==> src/rtl/line_cone_clipper_assert.svh <==
`ifndef LINE_CONE_CLIPPER_ASSERT_SVH
`define LINE_CONE_CLIPPER_ASSERT_SVH

// same-cycle implication, checked outside reset
`define LCC_ASSERT_NOW(label, ante, cons, msg) \
  label: assert property (@(posedge clk) disable iff (!rst_n) (ante) |-> (cons)) \
    else $error(msg);

// next-cycle implication, checked outside reset
`define LCC_ASSERT_NEXT(label, ante, cons, msg) \
  label: assert property (@(posedge clk) disable iff (!rst_n) (ante) |=> (cons)) \
    else $error(msg);

`endif

==> src/rtl/lcc_sqrt.sv <==
`default_nettype none

module lcc_sqrt #(
  parameter int DIN = 16
) (
  input  logic               clk,
  input  logic [DIN-1:0]     d,
  output logic [DIN/2-1:0]   root
);

  localparam int RW  = DIN / 2;
  localparam int RMW = DIN + 1;

  logic [RMW-1:0] rem_r  [RW];
  logic [RW-1:0]  root_r [RW];

  for (genvar i = 0; i < RW; i++) begin : g_bit
    localparam int K = RW - 1 - i;
    logic [RMW-1:0] rem_in;
    logic [RW-1:0]  root_in;
    logic [RMW-1:0] trial;
    logic           take;

    if (i == 0) begin : g_first
      assign rem_in  = RMW'(d);
      assign root_in = '0;
    end else begin : g_next
      assign rem_in  = rem_r[i-1];
      assign root_in = root_r[i-1];
    end

    // (r + 2^k)^2 - r^2
    assign trial = (RMW'(root_in) << (K + 1)) + (RMW'(1) << (2 * K));
    assign take  = rem_in >= trial;

    always_ff @(posedge clk) begin
      rem_r[i]  <= take ? rem_in - trial : rem_in;
      root_r[i] <= take ? (root_in | (RW'(1) << K)) : root_in;
    end
  end

  assign root = root_r[RW-1];

endmodule

`default_nettype wire

==> config.mk <==
export PLATFORM = sky130hd
export DESIGN_NAME = lcc_sqrt
export DESIGN_NICKNAME = d
export VERILOG_FILES = /design/src/rtl/line_cone_clipper_assert.svh /design/src/rtl/lcc_sqrt.sv
export SDC_FILE = /design/constraint.sdc
export NUM_CORES = 1
export LEC_CHECK = 0
export BUFFER_PORTS_ARGS = -buffer_cell sky130_fd_sc_hd__clkbuf_2
export CAP_MARGIN = 20
export CORE_MARGIN = 1.5
export CORE_UTILIZATION = 60
export CTS_CLUSTER_DIAMETER = 30
export CTS_CLUSTER_SIZE = 16
export DETAILED_ROUTE_END_ITERATION = 10
export GPL_ROUTABILITY_DRIVEN = 0
export PLACE_DENSITY = 0.78
export SYNTH_ARGS = -nofsm -noshare
export SYNTH_HDL_FRONTEND = slang
export SYNTH_SLANG_ARGS = --single-unit
==> constraint.sdc <==
create_clock -name clk -period 3 [get_ports clk]
set_input_delay 0.6 -clock clk [delete_from_list [all_inputs] [get_ports clk]]
set_output_delay 0.6 -clock clk [all_outputs]
set_load 0.02 [all_outputs]
==> results.yml <==
clocking:
  postCtsSetupBuffers: 0
  htree_levels: 4
  tritoncts: "yes"
  cts_sinks: 155
  clkLatencyLatePin_ns: 0.52
  path_clk_slew_ns: 0.07
  cts_max_path_buffers: 2
  ctsResizeCount: 0
  cts_buffers: 17
  root_buffer: "clkbuf_8"
  hold_buffers: 0
layout:
  drive_above_1_share_pct: 13.1
  final_cell_mix: "dfxtp_1, inv_1, ha_1"
  area_delta_synth_final_pct: 15.1
  seq_area_sq_mm: 0.00310
  antenna_cells: 0
  n_fill_cell: 668
  layout.nets: 618
  layout_commonest_cell: "dfxtp_1"
  multi_input_area_sq_mm: 0.00234
  fin_area_sq_mm: 0.00651
drt:
  vias: 3709
  drtIter0Drc: 121
  firstDrtPassIters: 4
  drcViolationCount: 0
  postRouteAntennaNets: 0
  wl_per_cell_um: 14.1
  viasPerCell: 5.41
  drt-total-wl_um: 9660
power:
  power_w: 0.00668
  power.internal_w: 0.00462
  ir_drop_uv: 573
  pwr-share-seq_pct: 42.5
  clockPowerShare_pct: 32.0
  switching_share_pct: 30.8
  powerDensity_mw_per_mm2: 1030
  switchingPower_w: 0.00205
  combPwrFrac_pct: 25.4
  p_leak_nw: 2.96
critical_path:
  path_class: "reg -> reg"
  cp.arrival_ns: 2.81
  cp_slowest_cell: "a311o_1"
  max_stage_delay_ns: 0.49
  cp_max_fo: 9
  cp-end-kind: "flip-flop"
  cp-start-kind: "flip-flop"
  path_cells: "inv_1, ha_1, nor3_2, nand3b_1, a311o_1, nor2_4, mux2_2"
  worstPathRequired_ns: 3.41
place:
  io_buffers: 24
  dpl.hpwl_um: 7020
  dpl-instance-area_sq_mm: 0.00590
synthesis:
  yosysSeqAreaShare_pct: 54.9
  async_flop_share_pct: 0
  yosysWarnings: 0
  syn_area_sq_mm: 0.00565
  synth-edff-count: 0
  syn_area_per_cell_sq_um: 10.9
  synth_cell_type_count: 56
  syn_nets: 577
  synthCells: 520
  synth_ff_type: "dfxtp_1"
  ys_seq_elements: 155
timing:
  finalCriticalPeriod_ns: 2.40
  slew-limit-headroom_pct: 30.2
  setup_viol: 0
  tightest_slew_ns: 1.02
  post-route-period-util_pct: 80.1
  hold_viol_final: 0
  rsz0062_at_grt: "no"
  skew_ns: 0.0105
  fmax_ghz: 0.416
  report.final.slew_viol_count: 0
  finalSetupTns_ns: 0
global_route:
  grt_pass1_vias: 3864
  gr-total-overflow: 0
  grt_pass1_wl_um: 16300
  grt_max_degree: 18
  antenna_found_initial: 0
  globalRouteTotalUtil_pct: 21.2
floorplan:
  initial_utilization_pct: 61.5
  coreArea_sq_mm: 0.00920
  ios: 25
  die_area_sq_mm: 0.0100
  dieWidth_um: 100
  rows: 35
  die_y_um: 100
run:
  maxCapViolations: 0
status:
  status: "finished clean"
worst_hold_path:
  hp-class: "in -> reg"
power by group through the flow:
stage               Combinational, W  Clock, W  Sequential, W
detailed placement           0.00167         0        0.00288
finish                       0.00170   0.00214        0.00284
CTS                          0.00170   0.00217        0.00284
global placement             0.00159         0        0.00286
floorplan                    0.00136         0        0.00281
global route                 0.00190   0.00227        0.00290
path summary, 6_finish.rpt:
kind | start | to | slack [ns] | depth (start not counted)
hold reg to reg | rem_r[5][1] | rem_r[6][1] | 0.34 | 0
setup / recovery | root_r[1][15] | rem_r[6][5] | 0.60 | 7
setup reg to reg | root_r[1][15] | rem_r[6][5] | 0.60 | 7
hold / removal | d[1] | rem_r[0][1] | 0.18 | 1
through the flow:
step | utilization [%] | hold WS (ns) | setup slack, ns | instances
2_1_floorplan | - | 0.323 | 0.920 | 520
3_3_place_gp | 64.2 | 0.326 | 0.694 | 653
3_5_place_dp | 64.2 | 0.336 | 0.650 | 653
4_1_cts | 70.7 | 0.157 | 0.611 | 685
5_1_grt | 70.7 | 0.148 | 0.366 | 685
6_report | 70.7 | 0.179 | 0.598 | 685
worst max-delay path: cells and delay by family, from the launching register on:
family / cells / cell delay [ns]
adder cells (fa/ha/maj): 1 / 0.23
AND/OR/NAND/NOR: 3 / 0.80
buffers and inverters: 1 / 0.05
multiplexers: 1 / 0.37
AO/OA/AOI/OAI: 1 / 0.49
flip-flops: 1 / 0.35
synthesized netlist by cell type (all sizes together), types with 5 or more instances:
cell type | count | area share, %
ha | 40 | 8.9
nor4 | 9 | 1.3
nor2b | 6 | 0.66
a211oi | 7 | 1.0
a21o | 5 | 0.66
nand3 | 10 | 0.89
xor2 | 12 | 1.9
nor3 | 19 | 1.8
mux2 | 6 | 1.2
nor2 | 37 | 2.6
o211ai | 6 | 0.89
nand2 | 12 | 0.80
o21ai | 16 | 1.4
a21oi | 20 | 1.8
o21a | 11 | 1.5
xnor2 | 35 | 5.4
nand4 | 5 | 0.55
dfxtp | 155 | 55
inv | 50 | 3.3
metal layers:
metal | vias up | wire [um] | global-route usage [%]
li1 | 1892 | - | -
met3 | 27 | 296 | 5.92
met5 | - | 0 | 0
met1 | 1701 | 3610 | 18.9
met4 | 0 | 301 | 11.9
met2 | 89 | 5460 | 42.0
cell families after synthesis:
family                     after synthesis  synth area share, %
adders and majority gates               40                 8.85
xor gates and xnor gates                47                 7.28
other                                    1               0.0663
and+or+nand+nor                        125                 12.2
muxes                                   10                 1.90
AOI/OAI and AO/OA                       89                 11.2
DFF                                    155                 54.9
buffers and inverters                   53                 3.67
state kept, by name, indices dropped and copies added, names as in the netlist:
register  cells
rem_r       119
root_r       36
layout make-up:
type / instances / area share, %
multi-input combinational: 312 / 36.0
clock inverter: 12 / 2.31
inverter: 50 / 2.88
tap: 111 / 2.13
sequential: 155 / 47.7
timing repair buffer: 25 / 1.96
clock buffer: 20 / 7.00
Power figures use the tool's default switching activity.
