[config.mk]
export PLATFORM = sky130hd
export DESIGN_NAME = lcc_mul
export DESIGN_NICKNAME = d
export VERILOG_FILES = /design/src/rtl/line_cone_clipper_assert.svh /design/src/rtl/lcc_pkg.sv /design/src/rtl/lcc_mul.sv
export SDC_FILE = /design/constraint.sdc
export NUM_CORES = 1
export LEC_CHECK = 0
export ABC_AREA = 0
export BUFFER_PORTS_ARGS = -buffer_cell sky130_fd_sc_hd__buf_2
export CELL_PAD_IN_SITES_DETAIL_PLACEMENT = 1
export CELL_PAD_IN_SITES_GLOBAL_PLACEMENT = 1
export CORE_MARGIN = 1.5
export CORE_UTILIZATION = 50
export DETAILED_ROUTE_END_ITERATION = 10
export PLACE_DENSITY_LB_ADDON = 0.2
export SYNTH_ARGS = -nofsm -noshare
export SYNTH_HDL_FRONTEND = slang
export SYNTH_SLANG_ARGS = --single-unit
[constraint.sdc]
create_clock -name clk -period 6.7 [get_ports clk]
set_input_delay 0 -clock clk [delete_from_list [all_inputs] [get_ports clk]]
set_output_delay 0 -clock clk [all_outputs]
set_load 0.005 [all_outputs]
[src/rtl/line_cone_clipper_assert.svh]
`ifndef LINE_CONE_CLIPPER_ASSERT_SVH
`define LINE_CONE_CLIPPER_ASSERT_SVH

// same-cycle implication, checked outside reset
`define LCC_ASSERT_NOW(label, ante, cons, msg) \
  label: assert property (@(posedge clk) disable iff (!rst_n) (ante) |-> (cons)) \
    else $error(msg);

// next-cycle implication, checked outside reset
`define LCC_ASSERT_NEXT(label, ante, cons, msg) \
  label: assert property (@(posedge clk) disable iff (!rst_n) (ante) |=> (cons)) \
    else $error(msg);

`endif

[src/rtl/lcc_pkg.sv]
`default_nettype none

package lcc_pkg;

  localparam int COORD_W = 32;
  localparam int GAIN_W  = 17;
  localparam int DIGIT   = 16;

  localparam logic [GAIN_W-1:0] RADIAL_RESET = 17'd40632;
  localparam logic [GAIN_W-1:0] AXIAL_RESET  = 17'd24904;

  typedef enum logic [0:0] {
    CFG_RADIAL = 1'b0,
    CFG_AXIAL  = 1'b1
  } cfg_reg_t;

  typedef struct packed {
    logic signed [COORD_W-1:0] start_x;
    logic signed [COORD_W-1:0] start_y;
    logic signed [COORD_W-1:0] start_z;
    logic signed [COORD_W-1:0] end_x;
    logic signed [COORD_W-1:0] end_y;
    logic signed [COORD_W-1:0] end_z;
  } in_beat_t;

  typedef struct packed {
    logic                      accepted;
    logic signed [COORD_W-1:0] clip_start_x;
    logic signed [COORD_W-1:0] clip_start_y;
    logic signed [COORD_W-1:0] clip_start_z;
    logic signed [COORD_W-1:0] clip_end_x;
    logic signed [COORD_W-1:0] clip_end_y;
    logic signed [COORD_W-1:0] clip_end_z;
  } out_beat_t;

endpackage

`default_nettype wire

[src/rtl/lcc_mul.sv]
`default_nettype none

module lcc_mul #(
  parameter int AW = 16,
  parameter int BW = 16
) (
  input  logic                 clk,
  input  logic signed [AW-1:0] a,
  input  logic signed [BW-1:0] b,
  output logic signed [AW+BW-1:0] p
);

  localparam int DG = lcc_pkg::DIGIT;
  localparam int ND = (BW + lcc_pkg::DIGIT - 1) / lcc_pkg::DIGIT;
  localparam int BX = ND * DG;
  localparam int PW = AW + BW;

  logic signed [AW-1:0] a_r   [ND];
  logic signed [BX-1:0] b_r   [ND];
  logic signed [PW-1:0] acc_r [ND];

  for (genvar k = 0; k < ND; k++) begin : g_stage
    logic signed [AW-1:0]    a_in;
    logic signed [BX-1:0]    b_in;
    logic signed [PW-1:0]    acc_in;
    logic signed [DG:0]      dig;
    logic signed [AW+DG:0]   part;
    logic signed [PW-1:0]    part_x;

    if (k == 0) begin : g_first
      assign a_in   = a;
      assign b_in   = BX'(b);
      assign acc_in = '0;
    end else begin : g_next
      assign a_in   = a_r[k-1];
      assign b_in   = b_r[k-1];
      assign acc_in = acc_r[k-1];
    end

    // top digit carries the sign, lower digits are plain magnitudes
    if (k == ND - 1) begin : g_top
      assign dig = $signed({b_in[k*DG+DG-1], b_in[k*DG +: DG]});
    end else begin : g_low
      assign dig = $signed({1'b0, b_in[k*DG +: DG]});
    end

    assign part   = a_in * dig;
    assign part_x = PW'(part) << (k * DG);

    always_ff @(posedge clk) begin
      a_r[k]   <= a_in;
      b_r[k]   <= b_in;
      acc_r[k] <= acc_in + part_x;
    end
  end

  assign p = acc_r[ND-1];

endmodule

`default_nettype wire

==> impl_metrics.env, run 1 <==
export IMPL_slew_viol_final=0
export IMPL_mappedNetlistArea_mm2=0.0105
export IMPL_htreeDepth=2
export IMPL_cts_hold_buf=0
export IMPL_worst_pin_slew_ns=0.620
export IMPL_ys_types=40
export IMPL_ff_latch_area_um2=641
export IMPL_endpoint="acc_r[0][30]"
export IMPL_ys_ff_latch=32
export IMPL_finalHoldViolCount=0
export IMPL_cts_inserted_buffers=5
export IMPL_final_setup_tns_ns=0
export IMPL_cp_slowest_cell="fa_1"
export IMPL_cts_root_buf="clkbuf_16"
export IMPL_clock_sinks=32
export IMPL_synthFlopType="dfxtp_1"
export IMPL_drc_errors=0
export IMPL_antenna_found_initial=0
export IMPL_crit_family="adder cells"
export IMPL_cts_setup_buffers=0
export IMPL_globalRouteOverflowTotal=0
export IMPL_rsz0062_at_grt="false"
export IMPL_fillers=2414
export IMPL_worst_hold_slack_ns=0.141
export IMPL_cp_required_ns=6.87
export IMPL_synth_warnings=0
export IMPL_post_route_cells_drive_above_1_share_pct=7.25
export IMPL_die_x_um=148
export IMPL_wl_per_cell_um=18.9
export IMPL_core_area_mm2=0.0204
export IMPL_dp_hpwl_mm=23.2
export IMPL_portBuffers=64
export IMPL_grt_max_degree=17
export IMPL_ant_nets=0
export IMPL_vias_per_cell=5.26
export IMPL_cap_violations=0
export IMPL_cp_slowest_stage_delay_ns=0.84
export IMPL_crit_path_cell_trace="buf_2 -> nand2_1 -> inv_1 -> fa_1 -> fa_1 -> fa_1 -> fa_1 -> fa_1 -> inv_1 -> fa_1 -> inv_1 -> ha_1 -> and3_1 -> and3_1 -> nand2_1 -> and3_1 -> a21oi_1 -> nor3_1 -> a21oi_1 -> xor2_1"
export IMPL_cp_depth=20
export IMPL_design_portCount=65
export IMPL_wl_mm=27.1
export IMPL_status="complete, no violations"
export IMPL_largest_reg_flops=32
export IMPL_path_class="input port to flop"
export IMPL_finalCriticalPeriod_ns=5.63
export IMPL_crit_fanout=16
export IMPL_fmax_mhz=178
export IMPL_fin_nets=1534
export IMPL_area_delta_synth_final_pct=6.36
export IMPL_syn_avg_cell_area_um2=9.38
export IMPL_regMostFlops="acc_r"
export IMPL_crit_start="b[1]"
export IMPL_gp_congestion=0.832
export IMPL_cpMostUsedCell="fa_1"
export IMPL_synth_nets=1499
export IMPL_critPathCaptureType="flop"
export IMPL_arrival_ns=5.79
export IMPL_relSlewSlack_pct=58.4
export IMPL_worstSetupStartpointType="input port"
export IMPL_synth_edf_count=0
export IMPL_die_area_mm2=0.0219
export IMPL_grt_pass1_vias=8817
export IMPL_multi_input_area_mm2=0.00867
export IMPL_route_vias_total=7518
export IMPL_grt_pass1_wl_mm=44.1
export IMPL_synthCells=1122
export IMPL_cts_buffer_depth=2
export IMPL_die_h_um=148
export IMPL_drt_iter0_markers=301
export IMPL_initial_core_util_pct=51.5
export IMPL_async_flop_share_pct=0
export IMPL_fp_row_count=52
export IMPL_period_share_pct=84.0
export IMPL_clk_pin_slew_ns=0.07
export IMPL_setup_violations=0
export IMPL_grt_usage_pct=26.3
export IMPL_antenna_cells=0
export IMPL_firstDrtPassIters=5
export IMPL_synth_yosys_seq_area_share_pct=6.09
export IMPL_cts_tree="built"
export IMPL_top_regs="acc_r x32"
export IMPL_hold_class="input port to flop"
export IMPL_crit_buf_inv=4
export IMPL_cts_resized_gates=0
==> how the worst min path moves through the flow <==
| stage | to | from | cells after the start | slack, ns |
|---|---|---|---|---|
| CTS | acc_r[0][0] | b[0] | 2 | 0.14 |
| finish | acc_r[0][0] | b[0] | 2 | 0.14 |
| global route | acc_r[0][0] | a[0] | 2 | 0.16 |
| global placement | p[2] | acc_r[0][2] | 1 | 0.38 |
| floorplan | acc_r[0][0] | b[0] | 1 | 0.13 |
| detailed placement | p[26] | acc_r[0][26] | 1 | 0.38 |
==> final cells by class <==
| class | instances | area share, % |
|---|---|---|
| clock inverter | 3 | 0.212 |
| clock buffer | 5 | 1.12 |
| inverter | 287 | 9.62 |
| timing repair buffer | 64 | 2.86 |
| multi-input combinational | 767 | 77.4 |
| sequential | 32 | 5.72 |
| tap | 270 | 3.02 |
==> layer usage <==
layer	up-vias	GRT usage [%]	wire length [um]
met2	161	51.0	15300
li1	3336	-	-
met3	48	2.24	804
met1	3973	29.9	9940
met5	-	0	0
met4	0	10.0	1040
==> synth_stat cells, drive strengths merged, types with 5 or more instances <==
cell type / instances / share of area [%]
a21o: 18 / 1.3
a21oi: 25 / 1.3
and2: 122 / 7.2
buf: 5 / 0.20
clkbuf: 31 / 1.1
dfxtp: 32 / 6.1
fa: 262 / 50
ha: 82 / 9.7
inv: 287 / 10
nand2: 131 / 4.7
nand2b: 6 / 0.36
nand3: 5 / 0.29
nor2: 26 / 0.93
o21ai: 18 / 1.1
xnor2: 26 / 2.2
xor2: 10 / 0.83
==> cells by family (layout without fill, tap and decap cells) <==
kind of cell / count (synthesis) / count (layout) / synth area share (%)
adder cells (fa/ha/maj): 344 / 344 / 59.6
buffers and inverters: 323 / 359 / 11.5
AND/OR/NAND/NOR: 307 / 307 / 14.6
AO/OA/AOI/OAI: 80 / 80 / 5.23
XOR/XNOR: 36 / 36 / 2.99
flip-flops: 32 / 32 / 6.09
==> layout by cell type, fill, tap and decap left out, drive strengths merged, types with 2 or more instances in the layout <==
| cell | Yosys | layout |
|---|---|---|
| inv | 287 | 287 |
| fa | 262 | 262 |
| nand2 | 131 | 131 |
| and2 | 122 | 122 |
| ha | 82 | 82 |
| buf | 5 | 64 |
| dfxtp | 32 | 32 |
| nor2 | 26 | 26 |
| xnor2 | 26 | 26 |
| a21oi | 25 | 25 |
| a21o | 18 | 18 |
| o21ai | 18 | 18 |
| xor2 | 10 | 10 |
| nand2b | 6 | 6 |
| clkbuf | 31 | 5 |
| nand3 | 5 | 5 |
| and3 | 4 | 4 |
| nor3 | 4 | 4 |
| a211oi | 4 | 4 |
| a31oi | 3 | 3 |
| nand4 | 3 | 3 |
| o21a | 3 | 3 |
| o211ai | 2 | 2 |
| o21bai | 2 | 2 |
| nor2b | 2 | 2 |
| clkinvlp | 0 | 2 |
| and4 | 2 | 2 |
==> through the flow <==
stage | util [%] | std cells | setup slack, ns | cell area, um^2
2_1_floorplan | - | 1122 | 1.35 | 10500
4_1_cts | 54.8 | 1428 | 1.07 | 11200
3_5_place_dp | 54.1 | 1420 | 0.791 | 11000
3_3_place_gp | 54.1 | 1420 | 0.984 | 11000
6_report | 54.8 | 1428 | 1.07 | 11200
5_1_grt | 54.8 | 1428 | 0.836 | 11200
Power of run 1 is not shown: default switching activity piles up to over one toggle a cycle in this logic, so the estimate is an artifact.
==> run 2: changes to the inputs <==
Settings changed: CORE_UTILIZATION 50 to 45.
Clock period 6.7 ns to 5.1 ns, I/O delays scaled along.
==> run 2 against run 1 <==
  * Non-clock buffer count grew 155
  * Utilization up 2.1 points
  * Sequential share of layout area shrank 0.78 points
==> impl_metrics.env, run 2 (synthesis gave the netlist of run 1 again) <==
export IMPL_portBuffers=64
export IMPL_hold_class="input port to flop"
export IMPL_arrival_ns=5.20
export IMPL_slew_viol_final=0
export IMPL_wl_mm=29.1
export IMPL_grt_max_degree=17
export IMPL_layout_commonest_cell="inv_1"
export IMPL_cap_violations=0
export IMPL_critPathCaptureType="flop"
export IMPL_cts_root_buf="clkbuf_16"
export IMPL_setup_violations=0
export IMPL_finalHoldViolCount=0
export IMPL_grt_usage_pct=25.0
export IMPL_crit_fanout=4
export IMPL_path_class="input port to flop"
export IMPL_relSlewSlack_pct=73.5
export IMPL_cts_buffer_depth=2
export IMPL_fmax_mhz=199
export IMPL_gp_congestion=0.847
export IMPL_area_delta_synth_final_pct=23.1
export IMPL_rsz0062_at_grt="true"
export IMPL_top_regs="acc_r x32"
export IMPL_fin_nets=1689
export IMPL_antenna_found_initial=0
export IMPL_grt_pass1_vias=9507
export IMPL_htreeDepth=2
export IMPL_die_h_um=156
export IMPL_cts_tree="built"
export IMPL_die_x_um=156
export IMPL_period_share_pct=98.6
export IMPL_clock_sinks=32
export IMPL_wl_per_cell_um=17.9
export IMPL_globalRouteOverflowTotal=0
export IMPL_dp_hpwl_mm=25.7
export IMPL_design_portCount=65
export IMPL_final_cell_mix="275 x inv_1, 250 x fa_1, 153 x buf_4, 127 x nand2_1, 112 x and2_1"
export IMPL_finalCriticalPeriod_ns=5.03
export IMPL_largest_reg_flops=32
export IMPL_drc_errors=0
export IMPL_cts_inserted_buffers=5
export IMPL_placed_cells=1609
export IMPL_fp_row_count=55
export IMPL_vias_per_cell=4.97
export IMPL_core_area_mm2=0.0228
export IMPL_route_vias_total=8076
export IMPL_drt_iter0_markers=266
export IMPL_ant_nets=0
export IMPL_initial_core_util_pct=46.2
export IMPL_die_area_mm2=0.0243
export IMPL_worst_pin_slew_ns=0.395
export IMPL_firstDrtPassIters=5
export IMPL_antenna_cells=0
export IMPL_regMostFlops="acc_r"
export IMPL_cp_required_ns=5.27
export IMPL_worstSetupStartpointType="input port"
export IMPL_post_route_cells_drive_above_1_share_pct=23.1
export IMPL_grt_pass1_wl_mm=46.7
export IMPL_clk_pin_slew_ns=0.05
export IMPL_finalNonFillerCells=1626
export IMPL_status="complete, no violations"
run 2: worst paths after layout:
path  depth (start not counted)           end  slack, ns   from
max                          21  acc_r[0][27]       0.07  b[12]
min                           2   acc_r[0][0]       0.16   b[0]
run 2: timing repair:
| item | CTS | global route |
|---|---|---|
| buffers inserted | 2 | 6 |
| pin swaps | 17 | 65 |
| resized for setup | 26 | 104 |
| gates cloned | 0 | 1 |
| hold buffers | 0 | 0 |
| endpoints found under the setup margin | 7 | 11 |
run 2: through the flow:
stage | util [%] | instance area, um^2 | setup TNS, ns | worst slack, ns | hold slack (ns)
2_1_floorplan | - | 10600 | -0.00916 | -0.00916 | 0.127
3_3_place_gp | 53.9 | 12300 | -2.31 | -0.342 | 0.376
3_5_place_dp | 53.9 | 12300 | -3.59 | -0.445 | 0.378
4_1_cts | 55.2 | 12600 | 0 | 0.000129 | 0.166
5_1_grt | 56.9 | 13000 | -0.405 | -0.0988 | 0.179
6_report | 56.9 | 13000 | 0 | 0.0707 | 0.162
run 2: layer usage:
layer	global-route usage (%)	wire length, um	up-vias
met1	27.8	10600	4233
li1	-	-	3645
met5	0	0	-
met2	49.7	16800	139
met3	2.47	681	59
met4	7.66	1010	0
run 2: cell type report:
type / instances / area [um^2]
Tap cell: 313 / 392
Clock inverter: 1 / 30.0
Clock buffer: 7 / 153
Timing Repair Buffer: 219 / 1700
Sequential cell: 32 / 641
Inverter: 287 / 1080
Fill cell: 2622 / 9820
Multi-Input combinational cell: 767 / 8960
run 2: critical path, cell delays in order:
cell       delay, ns
buf_4           0.14
and2_4          0.17
fa_1            0.56
inv_2           0.04
fa_1            0.47
inv_1           0.05
fa_1            0.52
fa_2            0.49
fa_1            0.52
inv_2           0.04
fa_1            0.50
inv_2           0.05
ha_4            0.26
and4_4          0.24
nand3_4         0.07
a2111oi_4       0.36
o21ai_2         0.15
o21ai_4         0.23
a21oi_4         0.10
buf_6           0.13
xnor2_2         0.11
Power of run 2 is left out for the same reason.
