## config.mk

```make
export PLATFORM = sky130hd
export DESIGN_NAME = lcc_div
export DESIGN_NICKNAME = d
export VERILOG_FILES = /design/src/rtl/line_cone_clipper_assert.svh /design/src/rtl/lcc_div.sv
export SDC_FILE = /design/constraint.sdc
export NUM_CORES = 1
export LEC_CHECK = 0
export BUFFER_PORTS_ARGS = -buffer_cell sky130_fd_sc_hd__buf_4
export CORE_AREA = 2 2 120 122
export CTS_CLUSTER_DIAMETER = 40
export CTS_CLUSTER_SIZE = 28
export DETAILED_ROUTE_END_ITERATION = 8
export DIE_AREA = 0 0 122 124
export GPL_TIMING_DRIVEN = 0
export PLACE_DENSITY = 0.89
export SLEW_MARGIN = 10
export SYNTH_ARGS = -nofsm -noshare
export SYNTH_HDL_FRONTEND = slang
export SYNTH_SLANG_ARGS = --single-unit
```

## constraint.sdc

```tcl
create_clock -name clk -period 3.4 [get_ports clk]
set_clock_uncertainty 0.2 [all_clocks]
set_input_delay 0.68 -clock clk [delete_from_list [all_inputs] [get_ports clk]]
set_output_delay 0.68 -clock clk [all_outputs]
set_load 0.02 [all_outputs]
```

## src/rtl/line_cone_clipper_assert.svh

```systemverilog
`ifndef LINE_CONE_CLIPPER_ASSERT_SVH
`define LINE_CONE_CLIPPER_ASSERT_SVH

// same-cycle implication, checked outside reset
`define LCC_ASSERT_NOW(label, ante, cons, msg) \
  label: assert property (@(posedge clk) disable iff (!rst_n) (ante) |-> (cons)) \
    else $error(msg);

// next-cycle implication, checked outside reset
`define LCC_ASSERT_NEXT(label, ante, cons, msg) \
  label: assert property (@(posedge clk) disable iff (!rst_n) (ante) |=> (cons)) \
    else $error(msg);

`endif

```

## src/rtl/lcc_div.sv

```systemverilog
`default_nettype none

module lcc_div #(
  parameter int NW = 16,
  parameter int VW = 8,
  parameter int QB = 8
) (
  input  logic          clk,
  input  logic [NW-1:0] num,
  input  logic [VW-1:0] den,
  output logic [QB-1:0] q
);

  localparam int CW = (NW > VW + QB) ? NW : VW + QB;

  logic [CW-1:0] rem_r [QB];
  logic [VW-1:0] den_r [QB];
  logic [QB-1:0] q_r   [QB];

  for (genvar i = 0; i < QB; i++) begin : g_bit
    localparam int K = QB - 1 - i;
    logic [CW-1:0] rem_in;
    logic [VW-1:0] den_in;
    logic [QB-1:0] q_in;
    logic [CW-1:0] sub;
    logic          take;

    if (i == 0) begin : g_first
      assign rem_in = CW'(num);
      assign den_in = den;
      assign q_in   = '0;
    end else begin : g_next
      assign rem_in = rem_r[i-1];
      assign den_in = den_r[i-1];
      assign q_in   = q_r[i-1];
    end

    assign sub  = CW'(den_in) << K;
    assign take = rem_in >= sub;

    always_ff @(posedge clk) begin
      rem_r[i] <= take ? rem_in - sub : rem_in;
      den_r[i] <= den_in;
      q_r[i]   <= take ? (q_in | (QB'(1) << K)) : q_in;
    end
  end

  assign q = q_r[QB-1];

endmodule

`default_nettype wire

```

==> flow_metrics.py, run 1 <==
metrics = {
    "floorplanning": {
        "io_pins": 33,
        "die_x_um": 122,
        "die_h_um": 124,
        "initial_utilization_pct": 59.8,
        "die_area_um2": 15100,
        "core.rowCount": 43,
        "coreArea_um2": 13700,
    },
    "grt": {
        "grt_max_degree": 21,
        "overflow": 0,
        "grt_pass1_vias": 6071,
        "grt_pass1_wl_um": 26300,
        "grt_util_all_layers_pct": 21.3,
        "antenna_found_initial": 0,
    },
    "sta": {
        "grt_setup_unrepaired": "no",
        "tightest_slew_ps": 780,
        "maxSlewHeadroom_pct": 47.4,
        "slew_violations": 0,
        "holdWs_ps": 90.6,
        "setup_slack_ps": 571,
        "tns_ps": 0,
        "hold_viol": 0,
        "setup_violations": 0,
        "period_share_pct": 83.2,
        "fmax_mhz": 354,
        "min_period_ps": 2830,
    },
    "place": {
        "gp_congestion": 0.952,
        "dp_cells": 1028,
        "hpwl_um": 11100,
        "dp_slack_ps": 136,
        "port_buffers": 32,
    },
    "critical_path": {
        "reg2regPathDepth": 9,
        "cp.arrival_ps": 2980,
        "startpoint_type": "flip-flop",
        "crit_type": "flip-flop to flip-flop",
        "cp_slowest_stage_delay_ps": 450,
        "reg2reg_from": "den_r[5][4]$_DFF_P_",
        "cp-end-kind": "flip-flop",
        "setup.worst_path.start": "den_r[5][4]$_DFF_P_",
        "worst-r2r-setup-slack_ps": 570,
        "r2r_end": "rem_r[6][3]$_DFF_P_",
        "critPathCapture": "rem_r[6][3]$_DFF_P_",
        "crit_slowest_cell": "o31ai_1",
        "required_ps": 3550,
        "cp_cell_sequence": "inv_1 -> ha_1 -> and4_1 -> a21boi_0 -> o31ai_1 -> o21ba_2 -> buf_2 -> clkbuf_1 -> o21ai_0",
        "cp_max_fo": 10,
    },
    "route": {
        "avgRoutedWirePerCell_um": 14.5,
        "dr.first_iter.drc_count": 221,
        "vias": 5877,
        "ant_nets": 0,
        "remaining_drc_errors": 0,
        "dr.pass1.iters": 4,
        "via_per_inst": 5.50,
        "wirelength_um": 15400,
    },
    "yosys": {
        "syn_area_um2": 8200,
        "synth_top_area_share_pct": 49.8,
        "synth-seq-cells": 204,
        "synthArstFlopShare_pct": 0,
        "yosysMostFrequentCell": "dfxtp_1",
        "ys_warn_count": 0,
        "synth_top_area_cell": "dfxtp_1",
        "syn_avg_cell_area_um2": 10.0,
        "synth_edf_count": 0,
        "syn_inst": 816,
        "netlist_top_cells_count": "204 x dfxtp_1, 84 x inv_1, 64 x ha_1",
        "yosysSeqAreaShare_pct": 49.8,
        "syn_nets": 912,
        "synthFlopType": "dfxtp_1",
        "synth.distinct_cells": 58,
        "synth_area_leaders": "dfxtp_1 50%, ha_1 9.8%, inv_1 3.8%",
    },
    "cts": {
        "cts_made_buffers": 22,
        "post_cts_buffers": 0,
        "postCtsHoldBufs": 0,
        "cts.sinks": 204,
        "ctsHtreeMaxLevel": 1,
        "path_clk_slew_ps": 70,
        "cts_resized": 0,
        "clock_path_buffers": 3,
        "cts_tree": "yes",
        "cts_root_buf": "clkbuf_16",
        "insertion_delay_ps": 500,
    },
    "layout": {
        "area_delta_synth_final_pct": 15.0,
        "nets": 968,
        "fin_util_pct": 68.8,
        "num_antenna_cells": 0,
        "instances_no_fill": 1068,
        "drive_gt1_share_pct": 11.0,
    },
    "run": {
        "maxCapViolations": 0,
    },
    "pwr": {
        "peakVddDrop_uv": 440,
        "power_leakage_nw": 4.22,
        "p_per_area_nw_per_um2": 933,
    },
    "run_status": {
        "outcome": "complete, no violations",
    },
    "min_path": {
        "hold_depth": 1,
        "hold_path.class": "input pin to flip-flop",
    },
}
[power by group]
group | switching [mW] | internal [mW] | leakage (nW) | total (mW)
Combinational | 1.58 | 1.38 | 2.14 | 2.95
Sequential | 0.384 | 3.05 | 1.71 | 3.43
Clock | 1.04 | 1.38 | 0.369 | 2.42
Total | 3.00 | 5.81 | 4.22 | 8.80
[stage by stage]
step,cell area (um2),total power [mW]
3_5_place_dp,8670,6.32
6_report,9430,8.80
3_3_place_gp,8670,6.18
2_1_floorplan,8200,5.68
4_1_cts,9430,8.82
5_1_grt,9430,9.39
[cells in the final DEF, fill, tap and decap left out, types with 15 or more instances in the layout]
| cell | n |
|---|---|
| nand2_1 | 52 |
| nor3_1 | 16 |
| clkbuf_16 | 23 |
| nor2_1 | 50 |
| xnor2_1 | 28 |
| o21ai_0 | 46 |
| ha_1 | 64 |
| a21oi_1 | 54 |
| xor2_1 | 22 |
| buf_4 | 32 |
| dfxtp_1 | 204 |
| o21a_1 | 15 |
| inv_1 | 84 |
[metal layers]
| metal | track usage (%) | share of wire (%) | vias up |
|---|---|---|---|
| met5 | 0 | 0 | - |
| met4 | 10.4 | 4.8 | 0 |
| met3 | 3.25 | 3.4 | 60 |
| met2 | 44.0 | 55 | 134 |
| met1 | 20.1 | 37 | 2741 |
| li1 | - | - | 2942 |
[flip-flops by register name, summed over array words and instances (netlist names)]
name and flops:
rem_r 112, q_r 36, den_r 56
[critical path, delay by kind of cell (launching register included)]
family	cells	cell delay, ps
AO/OA/AOI/OAI	4	970
buffers and inverters	3	600
AND/OR/NAND/NOR	1	250
adder cells (fa/ha/maj)	1	330
flip-flops	1	340
[logic make-up (layout without fill, tap and decap cells)]
family	count (synthesis)	count (layout)	synth area share, %
flip-flops	204	204	49.8
AND/OR/NAND/NOR	200	200	12.6
AO/OA/AOI/OAI	181	181	14.1
buffers and inverters	93	165	4.39
adder cells (fa/ha/maj)	71	71	11.5
XOR/XNOR	50	50	5.34
multiplexers	17	17	2.33
[final cells by class]
cell class,instances,area (um2)
Sequential cell,204,4080
Clock inverter,15,185
Clock buffer,25,583
Inverter,84,315
Buffer,9,45.0
Fill cell,1005,4290
Multi-Input combinational cell,519,3760
Timing Repair Buffer,32,240
Tap cell,180,225
[worst min path at each step]
| stage | slack (ps) | from | to |
|---|---|---|---|
| CTS | 80 | den[0] | den_r[0][0]$_DFF_P_ |
| global route | 80 | num[4] | rem_r[0][4]$_DFF_P_ |
| finish | 90 | den[0] | den_r[0][0]$_DFF_P_ |
| detailed placement | 110 | q_r[1][14]$_DFF_P_ | q_r[1][22]$_DFF_P_ |
| global placement | 110 | q_r[1][17]$_DFF_P_ | q_r[1][25]$_DFF_P_ |
| floorplan | 110 | q_r[0][7]$_DFF_P_ | q_r[0][15]$_DFF_P_ |
Note: power is estimated with default switching activity, not from simulation.
==> run 2: changes to the inputs <==
--- a/config.mk
+++ b/config.mk
@@ -5,14 +5,15 @@
 export SDC_FILE = /design/constraint.sdc
 export NUM_CORES = 1
 export LEC_CHECK = 0
+export ABC_AREA = 1
 export BUFFER_PORTS_ARGS = -buffer_cell sky130_fd_sc_hd__buf_4
-export CORE_AREA = 2 2 120 122
+export CORE_AREA = 2 2 134 136
 export CTS_CLUSTER_DIAMETER = 40
 export CTS_CLUSTER_SIZE = 28
 export DETAILED_ROUTE_END_ITERATION = 8
-export DIE_AREA = 0 0 122 124
+export DIE_AREA = 0 0 136 138
 export GPL_TIMING_DRIVEN = 0
-export PLACE_DENSITY = 0.89
+export PLACE_DENSITY = 0.87
 export SLEW_MARGIN = 10
 export SYNTH_ARGS = -nofsm -noshare
 export SYNTH_HDL_FRONTEND = slang
==> constraint.sdc (replaced) <==
create_clock -name clk -period 2.45 [get_ports clk]
set_clock_uncertainty 0.2 [all_clocks]
set_input_delay 0.49 -clock clk [delete_from_list [all_inputs] [get_ports clk]]
set_output_delay 0.49 -clock clk [all_outputs]
set_load 0.02 [all_outputs]
==> flow_metrics.py, run 2 <==
metrics = {
    "run_status": {
        "outcome": "complete, no violations",
    },
    "grt": {
        "grt_pass1_wl_um": 37500,
        "grt_pass1_vias": 8623,
        "grt_max_degree": 22,
        "overflow": 0,
        "grt_util_all_layers_pct": 24.2,
        "antenna_found_initial": 0,
    },
    "yosys": {
        "syn_avg_cell_area_um2": 7.24,
        "synth_area_leaders": "dfxtp_1 43%, nand2_1 18%, inv_1 9.0%",
        "synth.distinct_cells": 36,
        "yosysMostFrequentCell": "nand2_1",
        "synth_edf_count": 0,
        "syn_area_um2": 9530,
        "synth_top_area_share_pct": 42.8,
        "synthFlopType": "dfxtp_1",
        "netlist_top_cells_count": "460 x nand2_1, 228 x inv_1, 204 x dfxtp_1",
        "synth-seq-cells": 204,
        "syn_nets": 1412,
        "yosysSeqAreaShare_pct": 42.8,
        "synthArstFlopShare_pct": 0,
        "ys_warn_count": 0,
        "syn_inst": 1316,
        "synth_top_area_cell": "dfxtp_1",
    },
    "layout": {
        "instances_no_fill": 1637,
        "num_antenna_cells": 0,
        "n_fill_cell": 1364,
        "fin_util_pct": 63.4,
        "drive_gt1_share_pct": 8.17,
        "largest_reg_flops": 112,
        "regMostFlops": "rem_r",
        "area_delta_synth_final_pct": 16.7,
        "seqCellArea_um2": 4080,
        "final_cell_mix": "460 x nand2_1, 228 x inv_1, 204 x dfxtp_1",
        "largestRegisters": "rem_r: 112 flops, den_r: 56 flops, q_r: 36 flops",
        "multiInputGateArea_um2": 4530,
        "layout_commonest_cell": "nand2_1",
        "nets": 1487,
    },
    "sta": {
        "fmax_mhz": 413,
        "period_share_pct": 98.8,
        "maxSlewHeadroom_pct": 67.5,
        "tns_ps": 0,
        "min_period_ps": 2420,
        "setup_slack_ps": 29.1,
        "setup_violations": 0,
        "slew_violations": 0,
        "hold_viol": 0,
        "tightest_slew_ps": 488,
    },
    "cts": {
        "insertion_delay_ps": 530,
        "path_clk_slew_ps": 60,
        "cts_root_buf": "clkbuf_16",
        "cts_tree": "yes",
        "cts_made_buffers": 23,
        "clock_path_buffers": 3,
        "cts.sinks": 204,
        "ctsHtreeMaxLevel": 1,
    },
    "route": {
        "remaining_drc_errors": 0,
        "ant_nets": 0,
        "dr.first_iter.drc_count": 554,
        "dr.pass1.iters": 6,
        "avgRoutedWirePerCell_um": 14.0,
        "via_per_inst": 5.18,
        "wirelength_um": 22900,
        "vias": 8483,
    },
    "critical_path": {
        "worst-r2r-setup-slack_ps": 100,
        "required_ps": 2640,
        "reg2regPathDepth": 10,
        "cp.arrival_ps": 2610,
        "crit_type": "input pin to flip-flop",
        "cp-end-kind": "flip-flop",
        "r2r_end": "rem_r[3][7]$_DFF_P_",
        "reg2reg_from": "rem_r[2][4]$_DFF_P_",
        "startpoint_type": "input pin",
        "cp_max_fo": 10,
    },
    "pwr": {
        "p_per_area_nw_per_um2": 1290,
        "pwr-share-seq_pct": 33.3,
        "net-switching-power_mw": 5.88,
        "swShare_pct": 41.0,
        "peakVddDrop_uv": 774,
        "power_leakage_nw": 5.97,
        "clockPowerShare_pct": 26.4,
        "p_int_mw": 8.46,
        "pwr-share-comb_pct": 40.3,
    },
    "floorplanning": {
        "core.rowCount": 49,
        "die_area_um2": 18800,
        "coreArea_um2": 17500,
        "die_h_um": 138,
        "initial_utilization_pct": 54.4,
        "die_x_um": 136,
        "io_pins": 33,
    },
    "place": {
        "dp_cells": 1577,
        "hpwl_um": 15900,
        "port_buffers": 32,
        "dp_slack_ps": 30.5,
        "gp_congestion": 0.936,
    },
    "run": {
        "maxCapViolations": 0,
    },
    "min_path": {
        "hold_depth": 3,
        "hold_path.class": "input pin to flip-flop",
        "min_to": "rem_r[0][11]$_DFF_P_",
        "hold_start": "num[11]",
    },
}
## run 2: cell count changes after synthesis, moves of 11 or more
cell / change
nand2_1: +408
inv_1: +144
nand3_1: +70
nor2_1: +56
o21ai_0: -23
xnor2_1: -18
a21oi_1: -15
mux2_2: -13
nand2b_1: -13
o21a_1: -13
nor2b_1: -11
## run 2: logic make-up after synthesis
| kind of cell | share of synthesized area, % |
|---|---|
| flops | 42.8 |
| simple gates | 30.4 |
| fa+ha+maj | 9.87 |
| compound gates | 4.45 |
| buf+inv | 9.89 |
| xor+xnor | 2.57 |
## run 2: how the worst max path moves through the flow
stage                                       to     from  slack (ps)  depth (start not counted)
after CTS                 rem_r[0][15]$_DFF_P_   den[0]          20                         10
after floorplan           rem_r[0][13]$_DFF_P_   num[7]         390                          9
after detailed placement  rem_r[0][15]$_DFF_P_   num[7]          30                         10
final                      rem_r[0][9]$_DFF_P_   den[4]          30                         11
after global placement    rem_r[0][14]$_DFF_P_  num[11]          90                          8
after global routing       rem_r[0][9]$_DFF_P_   den[4]         -40                         11
## run 2: critical path, stage by stage
cell	delay (ps)
dlygate4sd3_1	550
buf_4	120
inv_1	40
ha_1	330
nand2_1	170
o21bai_1	150
nand2_1	110
a21oi_4	300
nand2_4	170
nand2_1	110
nand2_1	70
## run 2: repair_timing
action | CTS | global route
gates resized for setup | 0 | 5
buffers inserted | 0 | 3
hold endpoints to repair | 15 | 0
endpoints found under the setup margin | 0 | 16
hold buffers | 15 | 0
## run 2: cell type report
class	instances	share of cell area [%]
buffer	8	0.686
clock buffer	24	5.30
clock inverter	18	2.47
inverter	231	7.80
multi-input combinational	873	40.7
sequential	204	36.7
tap	229	2.58
timing repair buffer	50	3.71
## run 2: power by group through the flow
stage | Sequential (mW) | Clock, mW | Combinational [mW]
6_report | 4.78 | 3.78 | 5.78
4_1_cts | 4.76 | 3.80 | 5.62
3_3_place_gp | 4.77 | 0 | 5.20
5_1_grt | 4.85 | 3.95 | 6.54
2_1_floorplan | 4.69 | 0 | 4.29
3_5_place_dp | 4.81 | 0 | 5.43
## run 2: per-layer routing
layer | track usage [%] | share of wire, % | up-vias
met4 | 15.0 | 7.0 | 0
met5 | 0 | 0 | -
met3 | 3.78 | 4.7 | 145
met1 | 23.1 | 35 | 3836
li1 | - | - | 4191
met2 | 47.1 | 53 | 311
## run 2: stage by stage
step / hold slack, ps / total power [mW] / instance area [um2]
6_report: 22.3 / 14.3 / 11100
5_1_grt: 21.8 / 15.3 / 11100
4_1_cts: 17.1 / 14.2 / 11100
3_5_place_dp: 112 / 10.2 / 10100
3_3_place_gp: 110 / 9.97 / 10100
2_1_floorplan: 110 / 8.99 / 9530
==> run 3: changes to the inputs <==
--- a/config.mk
+++ b/config.mk
@@ -6,7 +6,7 @@
 export NUM_CORES = 1
 export LEC_CHECK = 0
 export ABC_AREA = 1
-export BUFFER_PORTS_ARGS = -buffer_cell sky130_fd_sc_hd__buf_4
+export BUFFER_PORTS_ARGS = -buffer_cell sky130_fd_sc_hd__buf_2
 export CORE_AREA = 2 2 134 136
 export CTS_CLUSTER_DIAMETER = 40
 export CTS_CLUSTER_SIZE = 28
==> flow_metrics.py, run 3 (synthesized netlist as in run 2, its figures left out) <==
metrics = {
    "layout": {
        "largestRegisters": "rem_r: 112 flops, den_r: 56 flops, q_r: 36 flops",
        "largest_reg_flops": 112,
        "final_cell_mix": "460 x nand2_1, 227 x inv_1, 204 x dfxtp_1",
        "nets": 1490,
        "regMostFlops": "rem_r",
        "num_antenna_cells": 0,
        "drive_gt1_share_pct": 8.63,
        "area_delta_synth_final_pct": 16.4,
        "layout_commonest_cell": "nand2_1",
    },
    "grt": {
        "grt_util_all_layers_pct": 25.9,
        "use_met1_pct": 24.1,
        "grt_max_degree": 19,
        "grt_use_met2_pct": 48.8,
        "grt_pass1_vias": 8826,
        "antenna_found_initial": 0,
        "grtUsageMet3_pct": 4.99,
        "grt_most_used_layer": "met2",
        "grt_pass1_wl_um": 39600,
        "overflow": 0,
    },
    "cts": {
        "cts_tree": "yes",
        "cts_made_buffers": 25,
        "cts.sinks": 204,
        "cts_root_buf": "clkbuf_16",
        "ctsHtreeMaxLevel": 1,
        "clock_path_buffers": 3,
        "path_clk_slew_ps": 60,
        "insertion_delay_ps": 530,
    },
    "critical_path": {
        "crit_type": "flip-flop to flip-flop",
        "setup.worst_path.start": "den_r[3][4]$_DFF_P_",
        "r2r_end": "rem_r[4][5]$_DFF_P_",
        "cp-end-kind": "flip-flop",
        "cp.arrival_ps": 2580,
        "startpoint_type": "flip-flop",
        "cp_max_fo": 10,
        "required_ps": 2670,
        "reg2reg_from": "den_r[3][4]$_DFF_P_",
        "worst-r2r-setup-slack_ps": 90,
        "reg2regPathDepth": 11,
    },
    "run_status": {
        "outcome": "complete, no violations",
    },
    "sta": {
        "tightest_slew_ps": 453,
        "grt_setup_unrepaired": "no",
        "hold_viol": 0,
        "holdWs_ps": 22.4,
        "tns_ps": 0,
        "period_share_pct": 96.3,
        "min_period_ps": 2360,
        "setup_violations": 0,
        "maxSlewHeadroom_pct": 69.5,
        "slew_violations": 0,
        "fmax_mhz": 424,
    },
    "pwr": {
        "p_per_area_nw_per_um2": 1310,
        "peakVddDrop_uv": 722,
        "power_leakage_nw": 5.96,
    },
    "min_path": {
        "hold_start": "num[13]",
        "hold_depth": 3,
        "min_to": "rem_r[0][13]$_DFF_P_",
        "hold_path.class": "input pin to flip-flop",
    },
    "place": {
        "gp_congestion": 0.928,
        "hpwl_um": 15300,
        "port_buffers": 32,
    },
    "floorplanning": {
        "die_area_um2": 18800,
        "die_h_um": 138,
        "die_x_um": 136,
        "coreArea_um2": 17500,
        "core.rowCount": 49,
        "io_pins": 33,
        "initial_utilization_pct": 54.4,
    },
    "route": {
        "dr.pass1.iters": 6,
        "dr.first_iter.drc_count": 518,
        "wirelength_um": 24100,
        "remaining_drc_errors": 0,
        "via_per_inst": 5.22,
        "vias": 8577,
        "avgRoutedWirePerCell_um": 14.7,
        "ant_nets": 0,
    },
    "run": {
        "maxCapViolations": 0,
    },
}
[run 3: how the worst max path moves through the flow]
stage                                 endpoint  slack, ps  cells after the start
after global placement    rem_r[0][15]$_DFF_P_        100                     10
after global routing      rem_r[0][15]$_DFF_P_         10                     11
after detailed placement  rem_r[0][15]$_DFF_P_         60                     10
after floorplan           rem_r[0][13]$_DFF_P_        390                      9
final                      rem_r[4][5]$_DFF_P_         90                     11
after CTS                 rem_r[0][15]$_DFF_P_         40                     10
[run 3: timing repair]
action	in CTS	in global routing
setup buffers	0	4
endpoints found under the setup margin	0	17
hold buffers	15	0
resized for setup	0	6
hold endpoints to repair	15	0
[run 3: critical path, stage by stage, from the launching register on]
cell and delay (ps):
dfxtp_1 380, inv_1 70, ha_1 380, nand2_1 160
inv_1 100, nand3_1 120, nand3_1 180, nand2_1 120
nand3_2 180, buf_6 220, nand2_1 70, nand2_1 60
[run 3: power by group]
group / internal, mW / switching (mW) / total (mW)
sequential: 4.25 / 0.531 / 4.79
clock: 2.33 / 1.65 / 3.98
combinational: 2.07 / 3.74 / 5.81
[run 3: metrics by stage]
step	util, %	worst slack, ps	total power [mW]	instance area, um2	cells
after floorplan	-	390	8.99	9530	1316
after CTS	63.0	44.6	14.4	11000	1638
after global placement	56.9	97.1	9.95	9980	1577
after detailed placement	56.9	63.1	10.2	9980	1577
after global routing	63.3	10.5	15.6	11100	1642
final	63.3	90.8	14.6	11100	1642
[run 3: layout make-up]
type | count | area, um2
plain buffers | 8 | 76.3
clock inverters | 20 | 279
flip-flops and latches | 204 | 4080
inverters | 231 | 867
repair buffers | 51 | 340
multi-input cells | 873 | 4530
well taps | 229 | 287
clock buffers | 26 | 639
fillers | 1337 | 6430
[run 3: layer usage]
metal  routed length [um]  up-vias
met5                    0        -
met2                12600      360
met1                 8320     3858
met3                 1250      163
met4                 1990        0
li1                     -     4196
